--- src/rtl/prsd_pkg.sv ---
`timescale 1ns / 1ps
// Shared types, codes and helpers of the palette RLE sprite line decoder.
package prsd_pkg;

	localparam int unsigned MAX_LINE_WIDTH_DEF = 4095;
	localparam int unsigned QUEUE_DEPTH        = 4;
	localparam int unsigned PAL_DEPTH          = 256;
	localparam int unsigned PAL_WIDTH          = 16;

	localparam logic [11:0] LINE_WIDTH_RST   = 12'd320;
	localparam logic [11:0] START_OFFSET_RST = 12'd0;

	// configuration register indexes
	localparam logic CFG_LINE_WIDTH   = 1'b0;
	localparam logic CFG_START_OFFSET = 1'b1;

	// input opcodes
	localparam logic OP_STREAM    = 1'b0;
	localparam logic OP_PAL_WRITE = 1'b1;

	// header classes, top two bits of a header byte
	localparam logic [1:0] HDR_ALPHA   = 2'b00;
	localparam logic [1:0] HDR_LITERAL = 2'b01;
	localparam logic [1:0] HDR_REPEAT  = 2'b10;
	localparam logic [1:0] HDR_SKIP    = 2'b11;

	localparam logic [7:0] ALPHA_MAX = 8'd31;

	typedef enum logic [2:0] {
		PH_HEADER,
		PH_A1_INDEX,
		PH_RA_LEVEL,
		PH_RA_INDEX,
		PH_LITERAL,
		PH_REP_INDEX
	} phase_t;

	typedef enum logic [2:0] {
		CMD_WRITE,
		CMD_ALPHA,
		CMD_OPAQUE,
		CMD_CLEAR,
		CMD_END
	} cmd_kind_t;

	typedef struct packed {
		cmd_kind_t   kind;
		logic [11:0] start;
		logic [11:0] len;
		logic [7:0]  index;
		logic [4:0]  level;
		logic [15:0] color;
	} cmd_t;

	function automatic logic [7:0] expand5(input logic [4:0] c);
		return {c, c[4:2]};
	endfunction

	function automatic logic [7:0] expand6(input logic [5:0] c);
		return {c, c[5:4]};
	endfunction

endpackage

--- src/rtl/prsd_queue.sv ---
`timescale 1ns / 1ps
// Short command queue between the parser and the pixel back end.
module prsd_queue (
	input  logic           clk,
	input  logic           arst_n,
	input  logic           push,
	input  prsd_pkg::cmd_t push_cmd,
	output logic           full,
	input  logic           pop,
	output logic           head_valid,
	output prsd_pkg::cmd_t head
);
	import prsd_pkg::*;

	localparam int unsigned PW = $clog2(QUEUE_DEPTH);
	localparam int unsigned NW = $clog2(QUEUE_DEPTH + 1);

	cmd_t          entry_q [QUEUE_DEPTH];
	logic [PW-1:0] wr_ptr_q, rd_ptr_q;
	logic [NW-1:0] count_q;

	assign full       = (count_q == NW'(QUEUE_DEPTH));
	assign head_valid = (count_q != NW'(0));
	assign head       = entry_q[rd_ptr_q];

	always_ff @(posedge clk) begin
		if (push) begin
			entry_q[wr_ptr_q] <= push_cmd;
		end
	end

	always_ff @(posedge clk or negedge arst_n) begin
		if (!arst_n) begin
			wr_ptr_q <= '0;
			rd_ptr_q <= '0;
			count_q  <= '0;
		end else begin
			if (push) begin
				wr_ptr_q <= (wr_ptr_q == PW'(QUEUE_DEPTH - 1)) ? '0 : wr_ptr_q + PW'(1);
			end
			if (pop) begin
				rd_ptr_q <= (rd_ptr_q == PW'(QUEUE_DEPTH - 1)) ? '0 : rd_ptr_q + PW'(1);
			end
			if (push && !pop) begin
				count_q <= count_q + NW'(1);
			end else if (pop && !push) begin
				count_q <= count_q - NW'(1);
			end
		end
	end

`ifndef SYNTHESIS
	a_no_overflow: assert property (@(posedge clk) disable iff (!arst_n)
		push |-> !full)
		else $error("push into full queue");
	a_no_underflow: assert property (@(posedge clk) disable iff (!arst_n)
		pop |-> head_valid)
		else $error("pop from empty queue");
`endif
endmodule

--- config.mk ---
export PLATFORM = sky130hd
export DESIGN_NAME = prsd_queue
export DESIGN_NICKNAME = d
export VERILOG_FILES = /design/src/rtl/prsd_pkg.sv /design/src/rtl/prsd_queue.sv
export SDC_FILE = /design/constraint.sdc
export NUM_CORES = 1
export LEC_CHECK = 0
export ABC_AREA = 1
export BUFFER_PORTS_ARGS = -buffer_cell sky130_fd_sc_hd__buf_2
export CELL_PAD_IN_SITES_DETAIL_PLACEMENT = 1
export CELL_PAD_IN_SITES_GLOBAL_PLACEMENT = 1
export CORE_ASPECT_RATIO = 1.4
export CORE_MARGIN = 5
export CORE_UTILIZATION = 45
export CTS_CLUSTER_DIAMETER = 120
export DETAILED_ROUTE_END_ITERATION = 10
export HOLD_SLACK_MARGIN = 0.03
export PLACE_DENSITY = 0.84
export SYNTH_ARGS = -nofsm -noshare
export SYNTH_HDL_FRONTEND = slang
export SYNTH_SLANG_ARGS = --single-unit
--- constraint.sdc ---
create_clock -name clk -period 3.15 [get_ports clk]
set_input_delay 0.63 -clock clk [delete_from_list [all_inputs] [get_ports clk]]
set_output_delay 0.63 -clock clk [all_outputs]
set_load 0.05 [all_outputs]
* Yosys cells after proc, flatten, opt, wreduce, memory -nomap -nowiden
Memories as Yosys holds them, arrays and structs flattened.
Index checks and enable logic that the tools add are counted.
** Cells by class
- Add/subtract/negate cells :: 4
- Multipliers :: 0
- Divide/modulo/power cells :: 0
- Magnitude comparators :: 0
- Equality and inequality tests :: 3
- Shifts and indexed selects :: 0
- Mux-type cells :: 6
- Bitwise operators :: 0
- Reductions and logical operators :: 6
** Operators with widths (count)
- 2-to-1 mux 3 bit :: 2
- adder 2 x 1 -> 2 bit, second input constant :: 2
- equality test 2 bit, second input constant :: 2
- 2-to-1 mux 2 bit :: 2
- adder 3 x 1 -> 3 bit, second input constant :: 1
- equality test 3 bit, second input constant :: 1
- nonzero test 3 bit :: 1
- subtractor 3 x 1 -> 3 bit, second input constant :: 1
- logical AND 1 bit :: 2
- logical NOT 1 bit :: 2
- 2-to-1 mux 1 bit :: 2
- nonzero test 2 bit :: 1
** Storage, ports and cells
- Flip-flop bits (word level) :: 7
- Latch bits :: 0
- Bits in writable memories :: 224
- Bits in read-only memories :: 0
- Bits of input ports :: 60
- Output and inout port bits :: 58
- Logic and storage cells :: 23
- Memories kept :: 1
** Memory list
- entry_q :: words 4, width 56, rd ports 1, clocked after Yosys merged registers in 0, write ports 1, RTL line prsd_queue.sv:18 : cmd_t entry_q [QUEUE_DEPTH];

* Logic depth before layout (Yosys ltp)
- Depth after elaboration :: 4
- Gate-level depth with buffers :: 9
- Gate-level depth less buffers :: 9

* Worst setup path after synthesis
OpenSTA, ideal clock, no wires.
- Path type :: in2reg
- Start point :: input push
- End point :: memory entry_q[3][0] in the netlist's numbering, enable pin
- Library setup time :: 0.410 ns
- Arrival time :: 1.763 ns
- Required time :: 2.740 ns
- Setup slack :: 0.977 ns
- Stages on the path :: 2
- Path buffers :: 0
- Cells stage by stage :: nand2_1 inv_1
** Between the ends
- Word-level cells in the longest chain between the ends :: 2
** Ends and longest elaborated chain
- from (decl) :: RTL line prsd_queue.sv:6 : input logic push,
- 2-to-1 mux 1 bit :: RTL line prsd_queue.sv:27 : if (push) begin
- 2-to-1 mux 1 bit (not written as such) :: RTL line prsd_queue.sv:28 : entry_q[wr_ptr_q] <= push_cmd;
- to (decl) :: RTL line prsd_queue.sv:18
No other way between the ends.

==> key figures <==
STA
  – Setup-failing EPs final: 0
  – RSZ-0062 raised after global routing: no
  – Min Tclk post-route: approximately 2900 ps
  – Final Skew: between 10 and 15 ps
  – Max Clk Rate: approximately 350 MHz
  – Slew Limit Fails: 0
  – Period utilisation layout: between 90% and 100%
  – Final Hold Fails: 0
  – Slew HR: a little over 60%
  – Slew @ Worst Pin: around 580 ps
  – Post-Route Setup TNS: 0 ps

Critical path
  – Critical Path Fanout Max: 74
  – Crit path kind: reg -> out
  – Critical path arrival: 2240 ps
  – Worst EP required: about 2500 ps
  – CP cell instances: inv_8, buf_12, o211ai_1, nand2_1, buf_2
  – Top delay family on crit path: buffers and inverters
  – Worst path bufs/invs: 3
  – CP Capture Type: output pin
  – Largest stage delay, worst path: 460 ps
  – Crit-path slowest cell: dfrtp_1
  – Type of origin of the critical path: flip-flop

Layout
  – Syn-to-layout area delta: 16.3%
  – FILL cells: about 2200
  – Share of layout cells above drive strength 1: 32.0%
  – Nets@finish: approximately 900
  – Final Instance Area: 11500 sq um
  – Non-Filler Instances: ~1100
  – Fin util: a little over half

Yosys
  – Net Count, Synth: 773
  – Largest family of logic cells by synthesized area: compound AO/OA/AOI/OAI gates
  – Mux cell area share after synthesis: 0%
  – Synth warn: 0
  – Number of synthesized register bits: 231
  – Synthesized area per cell: roughly 14 sq um
  – Adder-cell share of the synthesized area: less than 1%
  – Post-synthesis compound-gate area fraction: between 10% and 20%
  – Synth Area in XOR/XNOR: 0.0888%
  – Simple-gate share of the synthesized area: ~7.3%
  – Mapped cell area: between 9000 and 10000 sq um
  – Seq/Total Area, Yosys: 70.0%
  – Synth cell types: 20
  – Mapped Cells: 706

Die
  – Die height: roughly 190 microns
  – Core Rows: 64
  – IO Count: around 120
  – Die area: roughly 25000 sq um
  – Chip width: approximately 140 microns
  – Core ar.: approximately 22000 sq um
  – Initial Util: between 40 and 50%

Run status
  – Status: finished clean

Clocking
  – Maximum clock insertion buffer count: 3
  – Htree depth: 1
  – Setup repair bufs after CTS: 0
  – Clock Pin Slew Worst Setup and Hold Paths: around 60 ps
  – Clock buffer count from CTS: 23
  – CTS Root Cell: clkbuf_16
  – Clk_lat worst skew: roughly 500 ps
  – Sink Count: about 230
  – Clock tree from TritonCTS: yes
  – Resized Gates After CTS: 0

Global routing
  – Largest net degree at the start of global routing: 75
  – Global-route wire length before repair: 33.8 mm
  – GR met2 Demand/Resource: between 30% and 40%
  – Total gr overflow: 0
  – Number of global-route vias before repair: roughly 6300
  – Met1 Track Usage GR: 19.4%
  – Grt peak-use layer: met2
  – Initial antenna violation count: 2
  – Gr usage total: 17.3%
  – GR Util met3: under 10%

Detailed routing
  – Wire per inst: between 15 and 20 microns
  – Vias: 5700
  – Initial drt markers: 269
  – Final ANT Viol Nets: 0
  – Vias per inst: 4.99
  – DRC: 0
  – Total wire length: 21.3 mm
  – Detailed Routing Iterations Pass 1: 4

Power and ir drop
  – Switch share: 42.9%
  – Power density cells: 1030 nW/um^2
  – Sequential group share of total power: between 30% and 40%
  – Power share of the clock group: between 20% and 30%
  – Worst VDD drop: around 0.58 mV
  – P_int: a little under 0.007 W
  – Leakage Power: between 4 and 5 nW
  – Combinational Power Share: a little over two fifths
  – NetSw: about 0.0051 W

Place
  – DP Wirelength: approximately 14 mm
  – # port buffers: between 100 and 150
  – Routability cong.: between 0.7 and 0.8
  – Placed insts: 1101
  – Dpl cell area: around 11000 sq um

Flow run
  – Maximum capacitance violations: 0

Hold path
  – Hold Path Class: in -> reg
[cell families (layout without fill, tap and decap cells)]
family	Yosys count	in the layout
AO/OA/AOI/OAI	116	116
XOR/XNOR	1	1
adder cells (fa/ha/maj)	7	7
buffers and inverters	161	300
flip-flops	231	231
other	0	1
AND/OR/NAND/NOR	190	190
[final timing paths]
path                                    from             end  slack (ps)  cells past startpoint
worst max-delay path             rd_ptr_q[0]        head[37]         280                      5
worst min-delay path            push_cmd[18]  entry_q[2][18]         350                      1
worst max register to register   wr_ptr_q[0]  entry_q[0][42]        1230                      5
worst min register to register    count_q[2]      count_q[2]         500                      2
max in group asynchronous             arst_n     rd_ptr_q[1]        2440                      2
min in group asynchronous             arst_n     wr_ptr_q[1]         510                      2
[cells in the final DEF, fill, tap and decap left out, types with 5 or more instances in the layout]
master and n:
buf_12 7, buf_2 117, buf_4 10, clkbuf_1 5, clkbuf_16 23, clkinv_1 5
clkinv_2 5, dfrtp_1 6, edfxtp_1 224, ha_1 6, inv_1 119, nand2_1 184
o211ai_1 13, o211ai_2 99
[state kept, by name (all words and copies together), names as in the netlist]
register	count
entry_q	224
count_q	3
rd_ptr_q	2
wr_ptr_q	2
[power by group through the flow]
stage	Clock [W]	Sequential (W)	Combinational, W
floorplan	0	0.00415	0.00401
global placement	0	0.00421	0.00495
detailed placement	0	0.00425	0.00507
CTS	0.00272	0.00418	0.00510
global route	0.00287	0.00422	0.00538
finish	0.00266	0.00417	0.00501
[synthesized netlist by cell type (all sizes together)]
cell | n | area share (%)
edfxtp | 224 | 68
nand2 | 184 | 7.0
inv | 125 | 4.8
o211ai | 112 | 14
buf | 36 | 3.2
dfrtp | 7 | 1.8
ha | 6 | 0.76
o21ai | 4 | 0.20
nor2 | 3 | 0.11
fa | 1 | 0.20
nand3 | 1 | 0.051
nand4 | 1 | 0.063
nor3 | 1 | 0.051
xnor2 | 1 | 0.089
[metal layers]
metal,share of wire (%),vias to the layer above
met1,38,2872
met3,3.7,34
li1,-,2696
met2,56,96
met5,0.061,-
met4,1.8,2
[what timing repair did]
| action | CTS | global route |
|---|---|---|
| endpoints found under the hold margin | 7 | 0 |
| setup endpoints to repair | 0 | 0 |
| hold buffers | 1 | 0 |
[layout make-up]
class	instances	area, sq um	area share (%)
tap	297	372	3.24
sequential	231	6910	60.2
clock inverter	12	129	1.12
multi-input combinational	314	2180	19.0
clock buffer	28	594	5.18
antenna	1	2.50	0.0218
timing repair buffer	135	811	7.07
inverter	125	478	4.17
[per-stage QoR]
stage	setup WS, ps	power [W]	hold slack [ps]
after floorplan	977	0.00816	334
after global placement	865	0.00916	456
final	283	0.0118	347
after detailed placement	803	0.00932	487
after CTS	258	0.0120	319
after global routing	157	0.0125	329
Note: power is estimated with default switching activity, not from simulation.
