[src/rtl/prsd_pkg.sv]
`timescale 1ns / 1ps
// Shared types, codes and helpers of the palette RLE sprite line decoder.
package prsd_pkg;

	localparam int unsigned MAX_LINE_WIDTH_DEF = 4095;
	localparam int unsigned QUEUE_DEPTH        = 4;
	localparam int unsigned PAL_DEPTH          = 256;
	localparam int unsigned PAL_WIDTH          = 16;

	localparam logic [11:0] LINE_WIDTH_RST   = 12'd320;
	localparam logic [11:0] START_OFFSET_RST = 12'd0;

	// configuration register indexes
	localparam logic CFG_LINE_WIDTH   = 1'b0;
	localparam logic CFG_START_OFFSET = 1'b1;

	// input opcodes
	localparam logic OP_STREAM    = 1'b0;
	localparam logic OP_PAL_WRITE = 1'b1;

	// header classes, top two bits of a header byte
	localparam logic [1:0] HDR_ALPHA   = 2'b00;
	localparam logic [1:0] HDR_LITERAL = 2'b01;
	localparam logic [1:0] HDR_REPEAT  = 2'b10;
	localparam logic [1:0] HDR_SKIP    = 2'b11;

	localparam logic [7:0] ALPHA_MAX = 8'd31;

	typedef enum logic [2:0] {
		PH_HEADER,
		PH_A1_INDEX,
		PH_RA_LEVEL,
		PH_RA_INDEX,
		PH_LITERAL,
		PH_REP_INDEX
	} phase_t;

	typedef enum logic [2:0] {
		CMD_WRITE,
		CMD_ALPHA,
		CMD_OPAQUE,
		CMD_CLEAR,
		CMD_END
	} cmd_kind_t;

	typedef struct packed {
		cmd_kind_t   kind;
		logic [11:0] start;
		logic [11:0] len;
		logic [7:0]  index;
		logic [4:0]  level;
		logic [15:0] color;
	} cmd_t;

	function automatic logic [7:0] expand5(input logic [4:0] c);
		return {c, c[4:2]};
	endfunction

	function automatic logic [7:0] expand6(input logic [5:0] c);
		return {c, c[5:4]};
	endfunction

endpackage

[src/rtl/prsd_if.sv]
`timescale 1ns / 1ps
// Handshake channels of the decoder: encoded byte input and run output.
interface prsd_in_if;
	logic        valid;
	logic        ready;
	logic        opcode;
	logic [7:0]  data_byte;
	logic [7:0]  palette_index;
	logic [15:0] palette_color;

	modport source (output valid, opcode, data_byte, palette_index, palette_color,
		input ready);
	modport sink (input valid, opcode, data_byte, palette_index, palette_color,
		output ready);
endinterface


[src/rtl/prsd_front.sv]
`timescale 1ns / 1ps
// Front end: accepts words, parses headers, tracks the cursor and clips runs.
module prsd_front #(
	parameter int unsigned MAX_LINE_WIDTH = prsd_pkg::MAX_LINE_WIDTH_DEF
) (
	input  logic           clk,
	input  logic           arst_n,
	prsd_in_if.sink        in_ch,
	input  logic [11:0]    line_width,
	input  logic [11:0]    start_offset,
	input  logic           q_full,
	output logic           push,
	output prsd_pkg::cmd_t push_cmd
);
	import prsd_pkg::*;

	localparam int unsigned CW0 = $clog2(MAX_LINE_WIDTH + 1);
	// cursor must also hold any start offset
	localparam int unsigned CW  = (CW0 > 12) ? CW0 : 12;

	phase_t          phase_q, phase_d;
	logic [5:0]      pend_cnt_q, pend_cnt_d;
	logic [4:0]      pend_alpha_q, pend_alpha_d;
	logic [CW-1:0]   cursor_q, cursor_d;
	logic            line_open_q;

	logic            accept, stream;
	logic [7:0]      byte_in;
	logic [CW-1:0]   cur;
	logic [11:0]     w_eff;
	logic            in_clip;
	logic [11:0]     rem, kept, fill;
	logic [CW:0]     adv_sum;
	logic [CW-1:0]   cursor_adv;

	logic [5:0]      run_n;
	logic            use_run;
	logic            line_end;
	cmd_kind_t       run_kind;

	assign in_ch.ready = !q_full;
	assign accept      = in_ch.valid && in_ch.ready;
	assign stream      = accept && (in_ch.opcode == OP_STREAM);
	assign byte_in     = in_ch.data_byte;

	// first byte of a line starts at the offset
	assign cur   = line_open_q ? cursor_q : CW'(start_offset);
	assign w_eff = (CW'(line_width) > CW'(MAX_LINE_WIDTH)) ? 12'(MAX_LINE_WIDTH) : line_width;

	assign in_clip = cur < CW'(w_eff);
	assign rem     = w_eff - cur[11:0];
	assign kept    = !in_clip ? 12'd0 : ((12'(run_n) < rem) ? 12'(run_n) : rem);
	assign fill    = in_clip ? rem : 12'd0;

	assign adv_sum    = (CW+1)'(cur) + (CW+1)'(run_n);
	assign cursor_adv = (adv_sum > (CW+1)'(MAX_LINE_WIDTH)) ? CW'(MAX_LINE_WIDTH)
		: adv_sum[CW-1:0];

	// next parse phase
	always_comb begin
		phase_d = phase_q;
		unique case (phase_q) inside
			PH_A1_INDEX, PH_RA_INDEX, PH_REP_INDEX: begin
				phase_d = PH_HEADER;
			end
			PH_RA_LEVEL: begin
				phase_d = PH_RA_INDEX;
			end
			PH_LITERAL: begin
				if (pend_cnt_q == 6'd1) begin
					phase_d = PH_HEADER;
				end
			end
			PH_HEADER: begin
				phase_d = PH_HEADER;
				if (byte_in != 8'd0) begin
					case (byte_in[7:6])
						HDR_ALPHA:   phase_d = byte_in[5] ? PH_A1_INDEX : PH_RA_LEVEL;
						HDR_LITERAL: phase_d = (byte_in[5:0] != 6'd0) ? PH_LITERAL : PH_HEADER;
						HDR_REPEAT:  phase_d = PH_REP_INDEX;
						default:     phase_d = PH_HEADER;
					endcase
				end
			end
			default: begin
				phase_d = PH_HEADER;
			end
		endcase
	end

	// per-phase actions
	always_comb begin
		run_n        = 6'd0;
		use_run      = 1'b0;
		line_end     = 1'b0;
		run_kind     = CMD_CLEAR;
		pend_cnt_d   = pend_cnt_q;
		pend_alpha_d = pend_alpha_q;
		unique case (phase_q)
			PH_A1_INDEX: begin
				run_n    = 6'd1;
				use_run  = 1'b1;
				run_kind = CMD_ALPHA;
			end
			PH_RA_LEVEL: begin
				pend_alpha_d = (byte_in > ALPHA_MAX) ? ALPHA_MAX[4:0] : byte_in[4:0];
			end
			PH_RA_INDEX: begin
				run_n    = pend_cnt_q;
				use_run  = 1'b1;
				run_kind = CMD_ALPHA;
			end
			PH_LITERAL: begin
				pend_cnt_d = pend_cnt_q - 6'd1;
				run_n      = 6'd1;
				use_run    = 1'b1;
				run_kind   = CMD_OPAQUE;
			end
			PH_REP_INDEX: begin
				run_n    = pend_cnt_q;
				use_run  = 1'b1;
				run_kind = CMD_OPAQUE;
			end
			PH_HEADER: begin
				if (byte_in == 8'd0) begin
					line_end = 1'b1;
				end else begin
					case (byte_in[7:6])
						HDR_ALPHA: begin
							if (byte_in[5]) begin
								pend_alpha_d = byte_in[4:0];
							end else begin
								pend_cnt_d = {1'b0, byte_in[4:0]};
							end
						end
						HDR_LITERAL, HDR_REPEAT: begin
							pend_cnt_d = byte_in[5:0];
						end
						default: begin
							run_n    = byte_in[5:0];
							use_run  = 1'b1;
							run_kind = CMD_CLEAR;
						end
					endcase
				end
			end
			default: begin
				run_n = 6'd0;
			end
		endcase
	end

	assign cursor_d = use_run ? cursor_adv : cur;

	always_comb begin
		push_cmd.kind  = run_kind;
		push_cmd.start = cur[11:0];
		push_cmd.len   = kept;
		push_cmd.index = byte_in;
		push_cmd.level = pend_alpha_q;
		push_cmd.color = in_ch.palette_color;
		push           = 1'b0;
		if (accept && (in_ch.opcode == OP_PAL_WRITE)) begin
			push           = 1'b1;
			push_cmd.kind  = CMD_WRITE;
			push_cmd.index = in_ch.palette_index;
		end else if (stream && line_end) begin
			push          = 1'b1;
			push_cmd.kind = CMD_END;
			push_cmd.len  = fill;
		end else if (stream && use_run && (kept != 12'd0)) begin
			push = 1'b1;
		end
	end

	always_ff @(posedge clk or negedge arst_n) begin
		if (!arst_n) begin
			phase_q      <= PH_HEADER;
			pend_cnt_q   <= 6'd0;
			pend_alpha_q <= 5'd0;
			cursor_q     <= CW'(START_OFFSET_RST);
			line_open_q  <= 1'b0;
		end else if (stream) begin
			phase_q      <= phase_d;
			pend_cnt_q   <= pend_cnt_d;
			pend_alpha_q <= pend_alpha_d;
			cursor_q     <= cursor_d;
			line_open_q  <= !line_end;
		end
	end

`ifndef SYNTHESIS
	a_literal_count: assert property (@(posedge clk) disable iff (!arst_n)
		(phase_q == PH_LITERAL) |-> (pend_cnt_q != 6'd0))
		else $error("literal phase with zero count");
`endif
endmodule

[src/flat_wrapper.sv]
// flat-port wrapper written by rule: the top's interface ports become plain ports
module prsd_front_flat import prsd_pkg::*;
#(
	parameter int unsigned MAX_LINE_WIDTH = prsd_pkg::MAX_LINE_WIDTH_DEF
)
  (clk, arst_n, line_width, start_offset, q_full, push, push_cmd, in_ch_valid, in_ch_opcode, in_ch_data_byte, in_ch_palette_index, in_ch_palette_color, in_ch_ready);
  prsd_in_if in_ch_i ();
  input  logic clk;
  input  logic arst_n;
  input  logic [11:0] line_width;
  input  logic [11:0] start_offset;
  input  logic q_full;
  output logic push;
  output prsd_pkg::cmd_t push_cmd;
  input wire logic [$bits(in_ch_i.valid)-1:0] in_ch_valid;
  input wire logic [$bits(in_ch_i.opcode)-1:0] in_ch_opcode;
  input wire logic [$bits(in_ch_i.data_byte)-1:0] in_ch_data_byte;
  input wire logic [$bits(in_ch_i.palette_index)-1:0] in_ch_palette_index;
  input wire logic [$bits(in_ch_i.palette_color)-1:0] in_ch_palette_color;
  output wire logic [$bits(in_ch_i.ready)-1:0] in_ch_ready;
  assign in_ch_i.valid = in_ch_valid;
  assign in_ch_i.opcode = in_ch_opcode;
  assign in_ch_i.data_byte = in_ch_data_byte;
  assign in_ch_i.palette_index = in_ch_palette_index;
  assign in_ch_i.palette_color = in_ch_palette_color;
  assign in_ch_ready = in_ch_i.ready;
  prsd_front #(.MAX_LINE_WIDTH(MAX_LINE_WIDTH)) u_core (.clk(clk), .arst_n(arst_n), .in_ch(in_ch_i), .line_width(line_width), .start_offset(start_offset), .q_full(q_full), .push(push), .push_cmd(push_cmd));
endmodule
[config.mk]
export PLATFORM = sky130hd
export DESIGN_NAME = prsd_front_flat
export DESIGN_NICKNAME = d
export VERILOG_FILES = /design/src/rtl/prsd_pkg.sv /design/src/rtl/prsd_if.sv /design/src/rtl/prsd_front.sv /design/src/flat_wrapper.sv
export SDC_FILE = /design/constraint.sdc
export NUM_CORES = 1
export LEC_CHECK = 0
export BUFFER_PORTS_ARGS = -buffer_cell sky130_fd_sc_hd__buf_4
export CORE_AREA = 2 2 84 86
export CTS_BUF_LIST = sky130_fd_sc_hd__clkbuf_2 sky130_fd_sc_hd__clkbuf_4 sky130_fd_sc_hd__clkbuf_8
export CTS_CLUSTER_SIZE = 24
export DETAILED_ROUTE_END_ITERATION = 12
export DIE_AREA = 0 0 86 88
export MAX_ROUTING_LAYER = met4
export PLACE_DENSITY = 0.79
export SLEW_MARGIN = 20
export SYNTH_ARGS = -nofsm -noshare
export SYNTH_HDL_FRONTEND = slang
export SYNTH_SLANG_ARGS = --single-unit
[constraint.sdc]
create_clock -name clk -period 9.1 [get_ports clk]
set_input_delay 2.275 -clock clk [delete_from_list [all_inputs] [get_ports clk]]
set_output_delay 2.275 -clock clk [all_outputs]
set_load 0.01 [all_outputs]
# == Yosys cells after proc, flatten, opt, wreduce, memory -nomap -nowiden ==
# Index checks and enable logic that the tools add are counted.
# classes
magnitude_cmp,5
n_eq_ne,14
mux,39
bitwise_logic,1
add_sub_neg,3
n_reduce_logical,26
# ops
operator,n
12-bit two-way mux,9
6-bit two-way mux,4
6-bit one-hot mux with 2 select lines,2
5-bit two-way mux,4
3-bit one-hot mux with 3 select lines,2
6-bit one-hot mux with 3 select lines,1
3-bit two-way mux,5
12-bit by 6-bit adder with 13-bit output,1
"13-bit by 12-bit > comparator with 1-bit output, second input constant",1
"12-bit > comparator, second input constant",1
12-bit < comparator,1
6-bit by 12-bit < comparator with 1-bit output,1
12-bit nonzero test,1
12-bit subtractor,1
5-bit one-hot mux with 2 select lines,1
5-bit AND reduction,2
2-bit OR reduction,5
"8-bit by 5-bit > comparator with 1-bit output, second input constant",1
8-bit logical NOT,1
8-bit two-way mux,1
"2-bit != test, second input constant",4
8-bit nonzero test,1
1-bit two-way mux,7
"3-bit by 2-bit equality test with 1-bit output, second input constant",2
other kinds (20),29
# word_totals
reg_bits,27
word_cells,93
output_inout_bits,58
input_bits,61

# == Logic depth before layout (Yosys ltp) ==
# depth
depth_word,13
ltp_mapped,16
mapped_depth_nobuf,15

# == Worst setup path after synthesis ==
# No wires, ideal clock.
# synth_timing
path_kind,input to output
from,input start_offset[0]
to,output push_cmd[29] (netlist bit)
t_required_ps,6825
path_slack_ps,1716
arrival_time_ps,5109
path_buffers,0
stages,13
path_cell_list,mux2_2 > ha_1 > fa_1 > nor2b_1 > o21ai_0 > nand2_1 > nand2_1 > ha_1 > a311oi_1 > a211o_1 > nor4b_4 > nor2_2 > o31ai_1
# synth_lines
item,line,rtl
"start, declared",flat_wrapper.sv:11,input logic [11:0] start_offset;
"end, declared",flat_wrapper.sv:14,output prsd_pkg::cmd_t push_cmd;

==> metrics.md <==
| Metric | Value |
|---|---|
| Commonest cells post-synth | 45 x nor2_1, 38 x a21oi_1, 28 x inv_1 |
| Worst vdd ir | 0.126 mV |
| Pin count of the biggest net entering global routing | 28 |
| Hold_buf cts | 0 |
| Layout Skew | 2.12 ps |
| Max cap viols | 0 |
| GRT Overall Usage | 0.234 |
| Final instance area | 0.00384 sq mm |
| WHS | 489 ps |
| DRT Pass-1 Iters | 5 |
| Ys flop type | dfrtp_1 |
| LEAKAGE | 1.88 nW |
| Top-count cell post-synth | nor2_1 |
| Syn-to-layout area delta | 19.4% |
| Placed Cells | 541 |
| Critical Path End Type | output pin |
| Worst path top cell family by delay | compound AO/OA/AOI/OAI gates |
| Antenna cell count | 0 |
| Comb power frac | 0.705 |
| Number of synthesized flops with an enable pin | 0 |
| Post-Layout Cell Count | 545 |
| Top area cells in the synthesized netlist | dfrtp_1 21%, ha_1 11%, a21oi_1 5.9%, nor2_1 5.3%, mux2_2 4.6% |
| Dpl cell area | 0.00379 sq mm |
| Starting density of the core | 0.483 |
| Vias/cell | 5.90 |
| Fin. Hold Viols | 0 |
| Clock slew at reported path FFs | 100 ps |
| Dpl hpwl | 6.98 mm |
| Global-route wire length before repair | 14.0 mm |
| Setup tns final | 0 ps |
| Synth Cell Area | 0.00321 sq mm |
| Clock Power Share | 0.072 |
| Chip height | 88 um |
| Synth cell types | 67 |
| H-tree Lvls | 1 |
| Fin nets | 556 |
| PwrDens | 259 mW/mm^2 |
| Clock sinks | 27 |
| Routed Wire Length | 8.84 mm |
| Synth async-reset ratio | 1.00 |
| Yosys Warn Count | 0 |
| Status | finished, final reports clean |
| Fin. max-slew vios | 0 |
| CTS Buf Count | 3 |
| Internal power | 503 uW |
| Slew of the pin with the lowest slew margin | 1050 ps |
| Register area share after synthesis | 0.210 |
| Fin crit share | 0.867 |
| Endpoints failing setup | 0 |
| Seq pwr share | 0.224 |
| Vias in the first global route | 2943 |
| Mapped Nets | 494 |
| Worst path max stage delay | 450 ps |
| Worst Path Buf+Inv | 3 |
| Die Width | 86 um |
| Worst Path Class, Setup | input port to output pin |
| Hold crit path type | register to register |
| Post-route ant nets | 0 |
| Arrival @ worst endpoint | 5620 ps |
| Worst EP required | 6830 ps |
| Net Sw Frac | 0.493 |
| Total power | 992 uW |
| Master of the slowest instance on the critical path | nor4b_4 |
| Final min period | 7890 ps |
| Slew HR | 0.302 |
| RSZ-0062 raised after global routing | false |
| CP cell instances | buf_4, inv_1, ha_1, nor2b_1, nand3_1, a32o_1, ha_1, o21ai_0, a21oi_1, o221ai_1, a211o_1, nor4b_4, nor2_2, o31ai_1, buf_4 |
| 1st-iter DRT viols | 284 |
| Critical Path Start Type | input port |
| Post-cts resize count | 0 |
| Top-area cell type share of the netlist area | 0.210 |
| DRC Markers | 0 |
| Seq cells post-synth | 27 |
| Routed length per instance | 16.2 um |
| Layout cell share with drive strength beyond 1 | 0.256 |
| I/O Buffers | 86 |
| GRT Residual Overflow | 0 |
| Root Buffer | clkbuf_8 |
| Critical path peak fanout | 8 |
| Post-Syn Area per Cell | 7.95 sq um |
| DIE AREA | 0.00757 sq mm |
| Via count | 3213 |
| NetSw | 489 uW |
| Clock latency on the worst-skew pair | 280 ps |
| Final GP Congestion | 0.946 |
| Setup Fix Bufs, Post-CTS | 0 |
| Clock Tree Buf Depth | 2 |
| Achievable Freq | 0.127 GHz |
| I/O Pins | 119 |
| Core Area | 0.00664 sq mm |
| Mapped Cells | 404 |
| Post-synth top area cell | dfrtp_1 |
| Initial antenna violation count | 0 |
| Row count | 30 |
| CTS tree | yes |
-- cells by family after synthesis --
kind of cell,share of synthesized area
multiplexers,0.0748
adder cells (fa/ha/maj),0.118
buffers and inverters,0.0904
AND/OR/NAND/NOR,0.214
flip-flops,0.210
XOR/XNOR,0.0355
AO/OA/AOI/OAI,0.258
-- power by group through the flow --
stage          sequential (mW)  combinational, mW  clock, mW
2_1_floorplan            0.203              0.515          0
3_3_place_gp             0.221              0.675          0
3_5_place_dp             0.224              0.690          0
4_1_cts                  0.221              0.694     0.0719
5_1_grt                  0.230              0.775     0.0779
6_report                 0.222              0.699     0.0712
-- final timing paths --
kind | start | endpoint | slack [ps] | cells after the start
max | in_ch_data_byte[7] | push_cmd[34] | 1210 | 15
min | u_core.cursor_q[0]$_DFFE_PN0P_ | u_core.cursor_q[0]$_DFFE_PN0P_ | 490 | 2
max reg2reg | u_core.phase_q[2]$_DFFE_PN0P_ | u_core.cursor_q[11]$_DFFE_PN0P_ | 5300 | 12
min reg2reg | u_core.cursor_q[0]$_DFFE_PN0P_ | u_core.cursor_q[0]$_DFFE_PN0P_ | 490 | 2
max in group asynchronous | arst_n | u_core.pend_cnt_q[3]$_DFFE_PN0P_ | 6930 | 1
min in group asynchronous | arst_n | u_core.cursor_q[9]$_DFFE_PN0P_ | 1900 | 1
-- metrics by stage --
step | setup slack [ps] | utilization
2_1_floorplan | 1720 | -
3_3_place_gp | 1410 | 0.569
3_5_place_dp | 1290 | 0.570
4_1_cts | 1270 | 0.577
5_1_grt | 990 | 0.577
6_report | 1210 | 0.577
-- final cells by class --
class / instances / area, sq um
clock buffers: 3 / 41.3
clock inverters: 1 / 5.00
fillers: 615 / 2810
inverters: 29 / 109
multi-input cells: 318 / 2250
flip-flops and latches: 27 / 676
well taps: 80 / 100
repair buffers: 87 / 653
-- metal layers --
| metal | wire length (um) | vias up | GRT usage |
|---|---|---|---|
| li1 | - | 1583 | - |
| met1 | 4010 | 1495 | 0.327 |
| met2 | 4110 | 125 | 0.365 |
| met3 | 636 | 10 | 0.0283 |
| met4 | 78 | 0 | 0.0505 |
| met5 | 0 | - | - |
-- registers in the layout, indices dropped and copies added (netlist names) --
signal / count
u_core.line_open_q: 1
u_core.pend_alpha_q: 5
u_core.cursor_q: 12
u_core.phase_q: 3
u_core.pend_cnt_q: 6
-- cells in the final DEF (no fill, tap or decap), types with 3 or more instances in the layout --
cell	count
nor2_1	45
a211o_1	4
a211oi_1	4
ha_1	27
xnor2_1	9
nand3_1	6
o211ai_1	3
mux2i_1	8
nor3b_1	3
clkbuf_8	3
mux2_2	13
a21oi_1	38
nor3_1	12
and2_1	4
nor4_1	3
o31ai_1	7
or3_1	3
dfrtp_1	27
o21a_1	6
nand4_1	5
o21ai_0	21
nor2b_1	5
buf_4	87
inv_1	28
nand2_1	25
a21o_1	6
xor2_1	4
or4_1	5
and3_1	3
o22ai_1	3
-- worst register-to-register path: cells and delay by family, from the launching register on --
family	cells	cell delay, ps
fa+ha+maj	1	290
compound gates	7	1560
mux	1	300
flops	1	540
simple gates	3	1040
(Power assumes the default switching activity.)
